### src/rtl/core/fdnr_pkg.sv
// shared types and constants for the start/end byte deframer with name registry
package fdnr_pkg;

	localparam int DEF_MAX_ENTRIES = 16;
	localparam int DEF_NAME_LEN    = 20;

	localparam logic [7:0] START_BYTE = 8'hAA;
	localparam logic [7:0] END_BYTE   = 8'hBB;
	localparam int         CMD_BYTES  = 4;
	localparam int         ADDR_W     = 32;
	localparam int         IDX_OUT_W  = 4;

	typedef enum logic [1:0] {
		PH_HUNT,
		PH_SENDER,
		PH_DEST,
		PH_PAYLOAD
	} phase_t;

	typedef enum logic [1:0] {
		ST_RX,
		ST_SCAN,
		ST_DONE
	} seq_state_t;

endpackage

### src/rtl/core/fdnr_ram.sv
// generic single write port ram with registered read
module fdnr_ram #(
	parameter int WIDTH = 8,
	parameter int DEPTH = 16
) (
	input  logic                                  clk,
	input  logic                                  we,
	input  logic [(DEPTH > 1 ? $clog2(DEPTH) : 1)-1:0] waddr,
	input  logic [WIDTH-1:0]                      wdata,
	input  logic                                  re,
	input  logic [(DEPTH > 1 ? $clog2(DEPTH) : 1)-1:0] raddr,
	output logic [WIDTH-1:0]                      rdata
);

	logic [WIDTH-1:0] mem [DEPTH];

	always_ff @(posedge clk) begin
		if (we) begin
			mem[waddr] <= wdata;
		end
		if (re) begin
			rdata <= mem[raddr];
		end
	end

endmodule

### src/rtl/core/fdnr_match.sv
// shared name compare unit: exact match of length and the bytes below that length
module fdnr_match #(
	parameter int NAME_LEN = 20,
	parameter int LEN_W    = 5
) (
	input  logic [NAME_LEN*8-1:0] buf_name,
	input  logic [LEN_W-1:0]      buf_len,
	input  logic [NAME_LEN*8-1:0] ent_name,
	input  logic [LEN_W-1:0]      ent_len,
	output logic                  hit
);

	always_comb begin
		hit = (ent_len == buf_len);
		for (int i = 0; i < NAME_LEN; i++) begin
			// bytes at or past the length are stale and ignored
			if ((LEN_W'(i) < buf_len) && (ent_name[8*i +: 8] != buf_name[8*i +: 8])) begin
				hit = 1'b0;
			end
		end
	end

endmodule

### src/rtl/core/frame_deframer_name_registry_core.sv
// top level: byte parser, lookup sequencer, name table and result register
// results: a command result shows the cycle after its end byte; a name result once the
//   one-entry-per-cycle table scan is done and the result register is free
// throughput: one byte per cycle while parsing and the result register is free; after a
//   name frame's end byte the input stalls until that scan's result is loaded
// reset: arst_n clears parser, entry count and result valid; the table and payload
//   buffer hold no reset and are only read where written
module frame_deframer_name_registry_core #(
	parameter int MAX_ENTRIES = fdnr_pkg::DEF_MAX_ENTRIES,
	parameter int NAME_LEN    = fdnr_pkg::DEF_NAME_LEN
) (
	input  logic                        clk,
	input  logic                        arst_n,
	input  logic                        in_valid,
	output logic                        in_stall,
	input  logic [7:0]                  rx_byte,
	output logic                        out_valid,
	input  logic                        out_stall,
	output logic [fdnr_pkg::ADDR_W-1:0] sender_addr,
	output logic [fdnr_pkg::ADDR_W-1:0] dest_addr,
	output logic                        is_command,
	output logic [31:0]                 command_word,
	output logic                        name_found,
	output logic                        new_entry,
	output logic                        table_full,
	output logic [fdnr_pkg::IDX_OUT_W-1:0] entry_index,
	output logic [fdnr_pkg::ADDR_W-1:0] entry_id,
	output logic                        name_truncated
);

	import fdnr_pkg::*;

	// widths derived from the table size and name length
	localparam int LEN_W  = $clog2(NAME_LEN + 1);
	localparam int BI_W   = $clog2(NAME_LEN);
	localparam int CNT_W  = $clog2(MAX_ENTRIES + 1);
	localparam int IDX_W  = (MAX_ENTRIES > 1) ? $clog2(MAX_ENTRIES) : 1;
	localparam int NAME_W = NAME_LEN * 8;
	localparam int WORD_W = ADDR_W + LEN_W + NAME_W;

	// parser state
	phase_t               phase_q;
	logic [LEN_W-1:0]     cnt_q;
	logic [ADDR_W-1:0]    sender_q;
	logic [ADDR_W-1:0]    dest_q;
	logic                 ovf_q;
	logic [NAME_LEN-1:0][7:0] pbuf_q;

	// sequencer and table bookkeeping
	seq_state_t           state_q, state_d;
	logic [CNT_W-1:0]     entry_cnt_q;
	logic [CNT_W-1:0]     rd_q;
	logic                 cmp_vld_s1;
	logic [IDX_W-1:0]     idx_s1;

	// result held between scan end and output load
	logic                 res_found_q, res_added_q, res_full_q;
	logic [IDX_W-1:0]     res_idx_q;
	logic [ADDR_W-1:0]    res_id_q;

	// output register
	logic                 out_valid_q;

	// handshake and strobes
	logic                 accept_in;
	logic                 end_hit;
	logic                 short_frame;
	logic                 cmd_fire;
	logic                 scan_start;
	logic                 scan_issue, scan_hit, scan_miss, done_fire;
	logic                 out_free;
	logic                 hit;
	logic [31:0]          cmd_word;

	// table port
	logic [WORD_W-1:0]    ram_rdata;
	logic [WORD_W-1:0]    ram_wdata;

	assign out_free   = !out_valid_q || !out_stall;
	assign in_stall   = (state_q != ST_RX) || !out_free;
	assign accept_in  = in_valid && !in_stall;

	// end byte only closes a frame once the address beats are in
	assign end_hit     = accept_in && (phase_q == PH_PAYLOAD) && (rx_byte == END_BYTE);
	assign short_frame = (cnt_q <= LEN_W'(CMD_BYTES));
	assign cmd_fire    = end_hit && short_frame;
	assign scan_start  = end_hit && !short_frame;

	// command word from the low payload bytes, unreceived bytes read as zero
	always_comb begin
		cmd_word = '0;
		for (int i = 0; i < CMD_BYTES; i++) begin
			if (LEN_W'(i) < cnt_q) begin
				cmd_word[8*i +: 8] = pbuf_q[i];
			end
		end
	end

	// parser
	always_ff @(posedge clk or negedge arst_n) begin
		if (!arst_n) begin
			phase_q  <= PH_HUNT;
			cnt_q    <= '0;
			sender_q <= '0;
			dest_q   <= '0;
			ovf_q    <= 1'b0;
		end else if (accept_in) begin
			case (phase_q)
				PH_HUNT: begin
					if (rx_byte == START_BYTE) begin
						phase_q  <= PH_SENDER;
						cnt_q    <= '0;
						sender_q <= '0;
						dest_q   <= '0;
						ovf_q    <= 1'b0;
					end
				end
				PH_SENDER: begin
					// little-endian: beat n lands in byte lane n
					sender_q[8*cnt_q[1:0] +: 8] <= rx_byte;
					if (cnt_q[1:0] == 2'd3) begin
						cnt_q   <= '0;
						phase_q <= PH_DEST;
					end else begin
						cnt_q <= cnt_q + 1'b1;
					end
				end
				PH_DEST: begin
					dest_q[8*cnt_q[1:0] +: 8] <= rx_byte;
					if (cnt_q[1:0] == 2'd3) begin
						cnt_q   <= '0;
						phase_q <= PH_PAYLOAD;
					end else begin
						cnt_q <= cnt_q + 1'b1;
					end
				end
				PH_PAYLOAD: begin
					if (rx_byte == END_BYTE) begin
						// count kept until the next start byte, the scan still needs it
						phase_q <= PH_HUNT;
					end else if (cnt_q < LEN_W'(NAME_LEN)) begin
						cnt_q <= cnt_q + 1'b1;
					end else begin
						ovf_q <= 1'b1;
					end
				end
				default: begin
					phase_q <= PH_HUNT;
				end
			endcase
		end
	end

	// payload buffer, no reset: bytes past the count are never looked at
	always_ff @(posedge clk) begin
		if (accept_in && (phase_q == PH_PAYLOAD) && (rx_byte != END_BYTE) &&
			(cnt_q < LEN_W'(NAME_LEN))) begin
			pbuf_q[cnt_q[BI_W-1:0]] <= rx_byte;
		end
	end

	// scan sequencer: one table read issued per cycle, compared the cycle after
	always_comb begin
		state_d    = state_q;
		scan_issue = 1'b0;
		scan_hit   = 1'b0;
		scan_miss  = 1'b0;
		done_fire  = 1'b0;
		case (state_q)
			ST_RX: begin
				if (scan_start) begin
					state_d = ST_SCAN;
				end
			end
			ST_SCAN: begin
				if (cmp_vld_s1 && hit) begin
					scan_hit = 1'b1;
					state_d  = ST_DONE;
				end else if (rd_q < entry_cnt_q) begin
					scan_issue = 1'b1;
				end else if (!cmp_vld_s1) begin
					// every stored entry compared, none matched
					scan_miss = 1'b1;
					state_d   = ST_DONE;
				end
			end
			ST_DONE: begin
				if (out_free) begin
					done_fire = 1'b1;
					state_d   = ST_RX;
				end
			end
			default: begin
				state_d = ST_RX;
			end
		endcase
	end

	always_ff @(posedge clk or negedge arst_n) begin
		if (!arst_n) begin
			state_q <= ST_RX;
		end else begin
			state_q <= state_d;
		end
	end

	// scan bookkeeping and result capture
	always_ff @(posedge clk or negedge arst_n) begin
		if (!arst_n) begin
			rd_q        <= '0;
			cmp_vld_s1  <= 1'b0;
			idx_s1      <= '0;
			entry_cnt_q <= '0;
			res_found_q <= 1'b0;
			res_added_q <= 1'b0;
			res_full_q  <= 1'b0;
			res_idx_q   <= '0;
			res_id_q    <= '0;
		end else begin
			cmp_vld_s1 <= scan_issue;
			if (scan_start) begin
				rd_q <= '0;
			end else if (scan_issue) begin
				rd_q   <= rd_q + 1'b1;
				idx_s1 <= rd_q[IDX_W-1:0];
			end
			if (scan_hit) begin
				res_found_q <= 1'b1;
				res_added_q <= 1'b0;
				res_full_q  <= 1'b0;
				res_idx_q   <= idx_s1;
				res_id_q    <= ram_rdata[NAME_W+LEN_W +: ADDR_W];
			end else if (scan_miss) begin
				res_found_q <= 1'b0;
				if (entry_cnt_q < CNT_W'(MAX_ENTRIES)) begin
					res_added_q <= 1'b1;
					res_full_q  <= 1'b0;
					res_idx_q   <= entry_cnt_q[IDX_W-1:0];
					res_id_q    <= sender_q;
				end else begin
					res_added_q <= 1'b0;
					res_full_q  <= 1'b1;
					res_idx_q   <= '0;
					res_id_q    <= '0;
				end
			end
			if (done_fire && res_added_q) begin
				entry_cnt_q <= entry_cnt_q + 1'b1;
			end
		end
	end

	// table word: id above length above name bytes
	assign ram_wdata = {sender_q, cnt_q, pbuf_q};

	fdnr_ram #(
		.WIDTH (WORD_W),
		.DEPTH (MAX_ENTRIES)
	) u_table (
		.clk   (clk),
		.we    (done_fire && res_added_q),
		.waddr (entry_cnt_q[IDX_W-1:0]),
		.wdata (ram_wdata),
		.re    (scan_issue),
		.raddr (rd_q[IDX_W-1:0]),
		.rdata (ram_rdata)
	);

	fdnr_match #(
		.NAME_LEN (NAME_LEN),
		.LEN_W    (LEN_W)
	) u_match (
		.buf_name (pbuf_q),
		.buf_len  (cnt_q),
		.ent_name (ram_rdata[NAME_W-1:0]),
		.ent_len  (ram_rdata[NAME_W +: LEN_W]),
		.hit      (hit)
	);

	// result register: loaded by a command frame at once, by a name frame after its scan
	always_ff @(posedge clk or negedge arst_n) begin
		if (!arst_n) begin
			out_valid_q <= 1'b0;
		end else if (cmd_fire || done_fire) begin
			out_valid_q <= 1'b1;
		end else if (!out_stall) begin
			out_valid_q <= 1'b0;
		end
	end

	always_ff @(posedge clk) begin
		if (cmd_fire || done_fire) begin
			sender_addr    <= sender_q;
			dest_addr      <= dest_q;
			name_truncated <= ovf_q;
		end
		if (cmd_fire) begin
			is_command   <= 1'b1;
			command_word <= cmd_word;
			name_found   <= 1'b0;
			new_entry    <= 1'b0;
			table_full   <= 1'b0;
			entry_index  <= '0;
			entry_id     <= '0;
		end else if (done_fire) begin
			is_command   <= 1'b0;
			command_word <= '0;
			name_found   <= res_found_q;
			new_entry    <= res_added_q;
			table_full   <= res_full_q;
			entry_index  <= IDX_OUT_W'(res_idx_q);
			entry_id     <= res_id_q;
		end
	end

	assign out_valid = out_valid_q;

endmodule

### config.mk
export PLATFORM = sky130hd
export DESIGN_NAME = frame_deframer_name_registry_core
export DESIGN_NICKNAME = d
export VERILOG_FILES = /design/src/rtl/core/fdnr_pkg.sv /design/src/rtl/core/fdnr_ram.sv /design/src/rtl/core/fdnr_match.sv /design/src/rtl/core/frame_deframer_name_registry_core.sv
export SDC_FILE = /design/constraint.sdc
export NUM_CORES = 2
export LEC_CHECK = 0
export ABC_AREA = 0
export BUFFER_PORTS_ARGS = -buffer_cell sky130_fd_sc_hd__clkbuf_2
export CELL_PAD_IN_SITES_DETAIL_PLACEMENT = 0
export CELL_PAD_IN_SITES_GLOBAL_PLACEMENT = 1
export CORE_UTILIZATION = 43
export CTS_CLUSTER_DIAMETER = 30
export DETAILED_ROUTE_END_ITERATION = 8
export GPL_ROUTABILITY_DRIVEN = 1
export PLACE_DENSITY = 0.61
export SYNTH_ARGS = -nofsm -noshare
export SYNTH_HDL_FRONTEND = slang
export SYNTH_SLANG_ARGS = --single-unit
### constraint.sdc
create_clock -name clk -period 17.8 [get_ports clk]
set_input_delay 1.78 -clock clk [delete_from_list [all_inputs] [get_ports clk]]
set_output_delay 1.78 -clock clk [all_outputs]
set_load 0.005 [all_outputs]
==> metrics.txt <==
status complete, no violations; Syn Nets 5981; Slew @ Worst Pin 1.362 ns; reg-to-reg slack, setup 11.46 ns; HPWL Detailed 163.8 mm; sw frac 24.52%; CTS resizes 0; Power Total 27.08 mW; Die H 575.2 um; Hold WC Path Type flip-flop to flip-flop; Worst Hold Launch dest_q[0]$_DFFE_PN0P_; Peak supply drop 0.1430 mV; Relative slew margins 8.896%; Post-synth EDFFs 3606; Clock Power Share 47.1%; post-synth top area share 76.64%; Root Buffer clkbuf_16; grt total ovfl 0; launch point of the worst path out_stall; PwrDens 158.4 nW/um2; Gate power share 14.3%; number of buffers added on ports 150; Max clock buf depth 4; synthesized flop and latch total 3775; Yosys warning count 0; routed vias/inst 5.664; Final Cycle Share 36.24%; share of cells above drive strength 1 34.13%; Die Span X 575.2 um; Netlist cell types 59; Layout Skew 0.07001 ns; Pre-antenna DRT Iters 5; fin util 52.25%; final setup vio count 0; Layout Cells excl Fill 11550; Core Area 327100 um2; CP required 18.39 ns; critical path data arrival time 7.04 ns; initial antenna violation count 20; layout overhead on the synthesized area 20.97%; CP Capture Type flip-flop; Hold Violations, Final 0; Seq pwr share 38.6%; DIE AREA 330900 um2; fmax 0.1550 GHz; cell count after synthesis 5946; fin crit period 6.451 ns; Cell Area, Synth 141300 um2; main flop type after synthesis edfxtp_1; # clock sinks 3775; Remaining DRCs 0; post-route ant nets 0; clock latency on the worst-skew pair 1.02 ns; synth top area cells edfxtp_1 77%, mux4_2 16%, dfrtp_1 2.3%; H-tree levels 6; CP Max Fanout 47; slowest stage cell, crit path buf_4; fin nets 6657; CTS Hold Bufs 0; Pint 20.44 mW; Leak 56.87 nW; Largest delay share family, worst path buffers and inverters; CTS tree done; Async S/R FF share, synth 3.417%; Total Wirelength 343.2 mm; WS Path Type input pin to flip-flop; GRT Resource Usage Total 20.72%; post-synth top area cell edfxtp_1; maxcap violations 0; global-route wire length before repair 494.8 mm; RSZ-0062 raised after global routing false; most frequent cell on the critical path buf_4; total net switching power 6.639 mW; vias in the first global route 69620; Num CTS Buffers 667; setup TNS 0 ns; placer congestion estimate 0.7463; Ports 151; effective utilization at floorplan 43.19%; Seq/Total Area, Yosys 79.49%; crit path buf inv count 5; dpl cells 10300; Slew Viols, Final 0; slowest stage delay, CP 0.89 ns; crit path cell chain clkbuf_2 > a21oi_1 > and3_1 > nand2_1 > nor2_4 > buf_4 > buf_4 > buf_4 > buf_4; Setup Fix Bufs, Post-CTS 0; register clock-pin slew on the reported worst setup and hold paths 0.05 ns; Vias 65390; crit path launch type input pin; post-DR wirelength/cell 29.72 um; Avg Inst Size Synth 23.76 um2; reg2reg start cnt_q[0]$_DFFE_PN0P_; Initial DRC Count 6385; row cnt 210; pin count of the biggest net entering global routing 155
worst register-to-register path: stages (launching register included):
cell and delay, ns:
dfrtp_1 1.01, inv_1 0.36, ha_1 0.42, a21oi_1 0.27
nor4_1 0.10, nand4_1 0.26, o211ai_1 0.13, buf_4 0.22
inv_8 0.64, buf_4 0.82, buf_4 0.97, buf_4 0.74
flip-flops by register name (all words and copies together), names as in the netlist, 32 cells and up:
name and count:
u_table.mem 3152, u_table.rdata 197, pbuf_q 160, command_word 32, dest_addr 32, dest_q 32
entry_id 32, res_id_q 32, sender_addr 32, sender_q 32
power by group through the flow:
stage | clock network (mW) | logic (mW) | registers, mW
4_1_cts | 12.9 | 3.97 | 10.5
5_1_grt | 13.4 | 4.16 | 10.5
3_3_place_gp | 0 | 3.95 | 10.6
6_report | 12.8 | 3.87 | 10.5
3_5_place_dp | 0 | 3.96 | 10.6
2_1_floorplan | 0 | 3.11 | 10.4
cell families (layout without fill, tap and decap cells):
family          Yosys count  count (layout)  synth area share (%)
xor+xnor                169             169                 1.048
other cells               0               9                     0
fa+ha+maj                23              23                0.2037
compound gates          248             248                 1.134
buf+inv                 368            1612                 1.048
simple gates            370             370                 1.312
mux                     993             993                 15.76
flops                  3775            3775                 79.49
layer usage:
metal / routed length, um / track usage, % / up-vias
li1: - / - / 26780
met1: 143600 / 28.60 / 35780
met2: 171700 / 34.65 / 2324
met3: 20880 / 3.217 / 512
met4: 7001 / 5.326 / 0
met5: 0 / 0 / -
through the flow:
step                      worst slack (ns)  cell area, um2  hold slack [ns]
final                                11.35          170900           0.4438
after global routing                 11.18          170900           0.4563
after CTS                            11.37          170900           0.4454
after detailed placement             10.30          148000           0.4311
after global placement               10.32          147800           0.4386
after floorplan                     0.9775          141300           0.4249
final cells by class:
cell class,count,area [um2]
clock inverter,504,5746
multi-input combinational,1803,27770
clock buffer,733,17170
fill,25170,156200
timing repair buffer,292,2116
sequential,3775,112300
antenna,9,22.52
tap,4346,5438
inverter,83,319.1
final timing paths:
| kind | endpoint | cells past startpoint |
|---|---|---|
| worst max register to register | u_table.rdata[103]$_DFFE_PP_ | 11 |
| worst max-delay path | u_table.mem[12][148]$_DFFE_PP_ | 9 |
| max in group asynchronous | rd_q[0]$_DFFE_PN0P_ | 2 |
| worst min-delay path | dest_addr[0]$_DFFE_PP_ | 0 |
| min in group asynchronous | res_id_q[10]$_DFFE_PN0P_ | 1 |
| worst min register to register | dest_addr[0]$_DFFE_PP_ | 0 |
Yosys cell counts (all sizes together), types with 3 or more instances:
master / count
a21o: 41
nand3: 77
nor2: 47
nor4: 46
a22oi: 5
buf: 107
nand4: 5
or3: 3
dfxtp: 40
ha: 23
nor4bb: 3
a22o: 36
o21ai: 80
xor2: 156
xnor2: 13
nor3: 13
edfxtp: 3606
a21oi: 66
inv: 83
nand2b: 5
mux2i: 3
dfrtp: 129
clkbuf: 178
nor2b: 3
and2: 32
mux4: 985
and3: 10
nand2: 120
mux2: 5
cells in the final DEF, fill, tap and decap left out, drive strengths merged, types with 9 or more instances in the layout:
master and n:
clkinv 255, inv 166, clkbuf 874, nor3 13
mux4 985, o21ai 80, bufinv 85, dfxtp 40
edfxtp 3606, ha 23, a21oi 66, nand2 120
and3 10, a21o 41, and2 32, xor2 156
clkinvlp 81, dfrtp 129, xnor2 13, diode 9
buf 151, a22o 36, nor4 46, nor2 47
nand3 77
(Power assumes the default switching activity.)
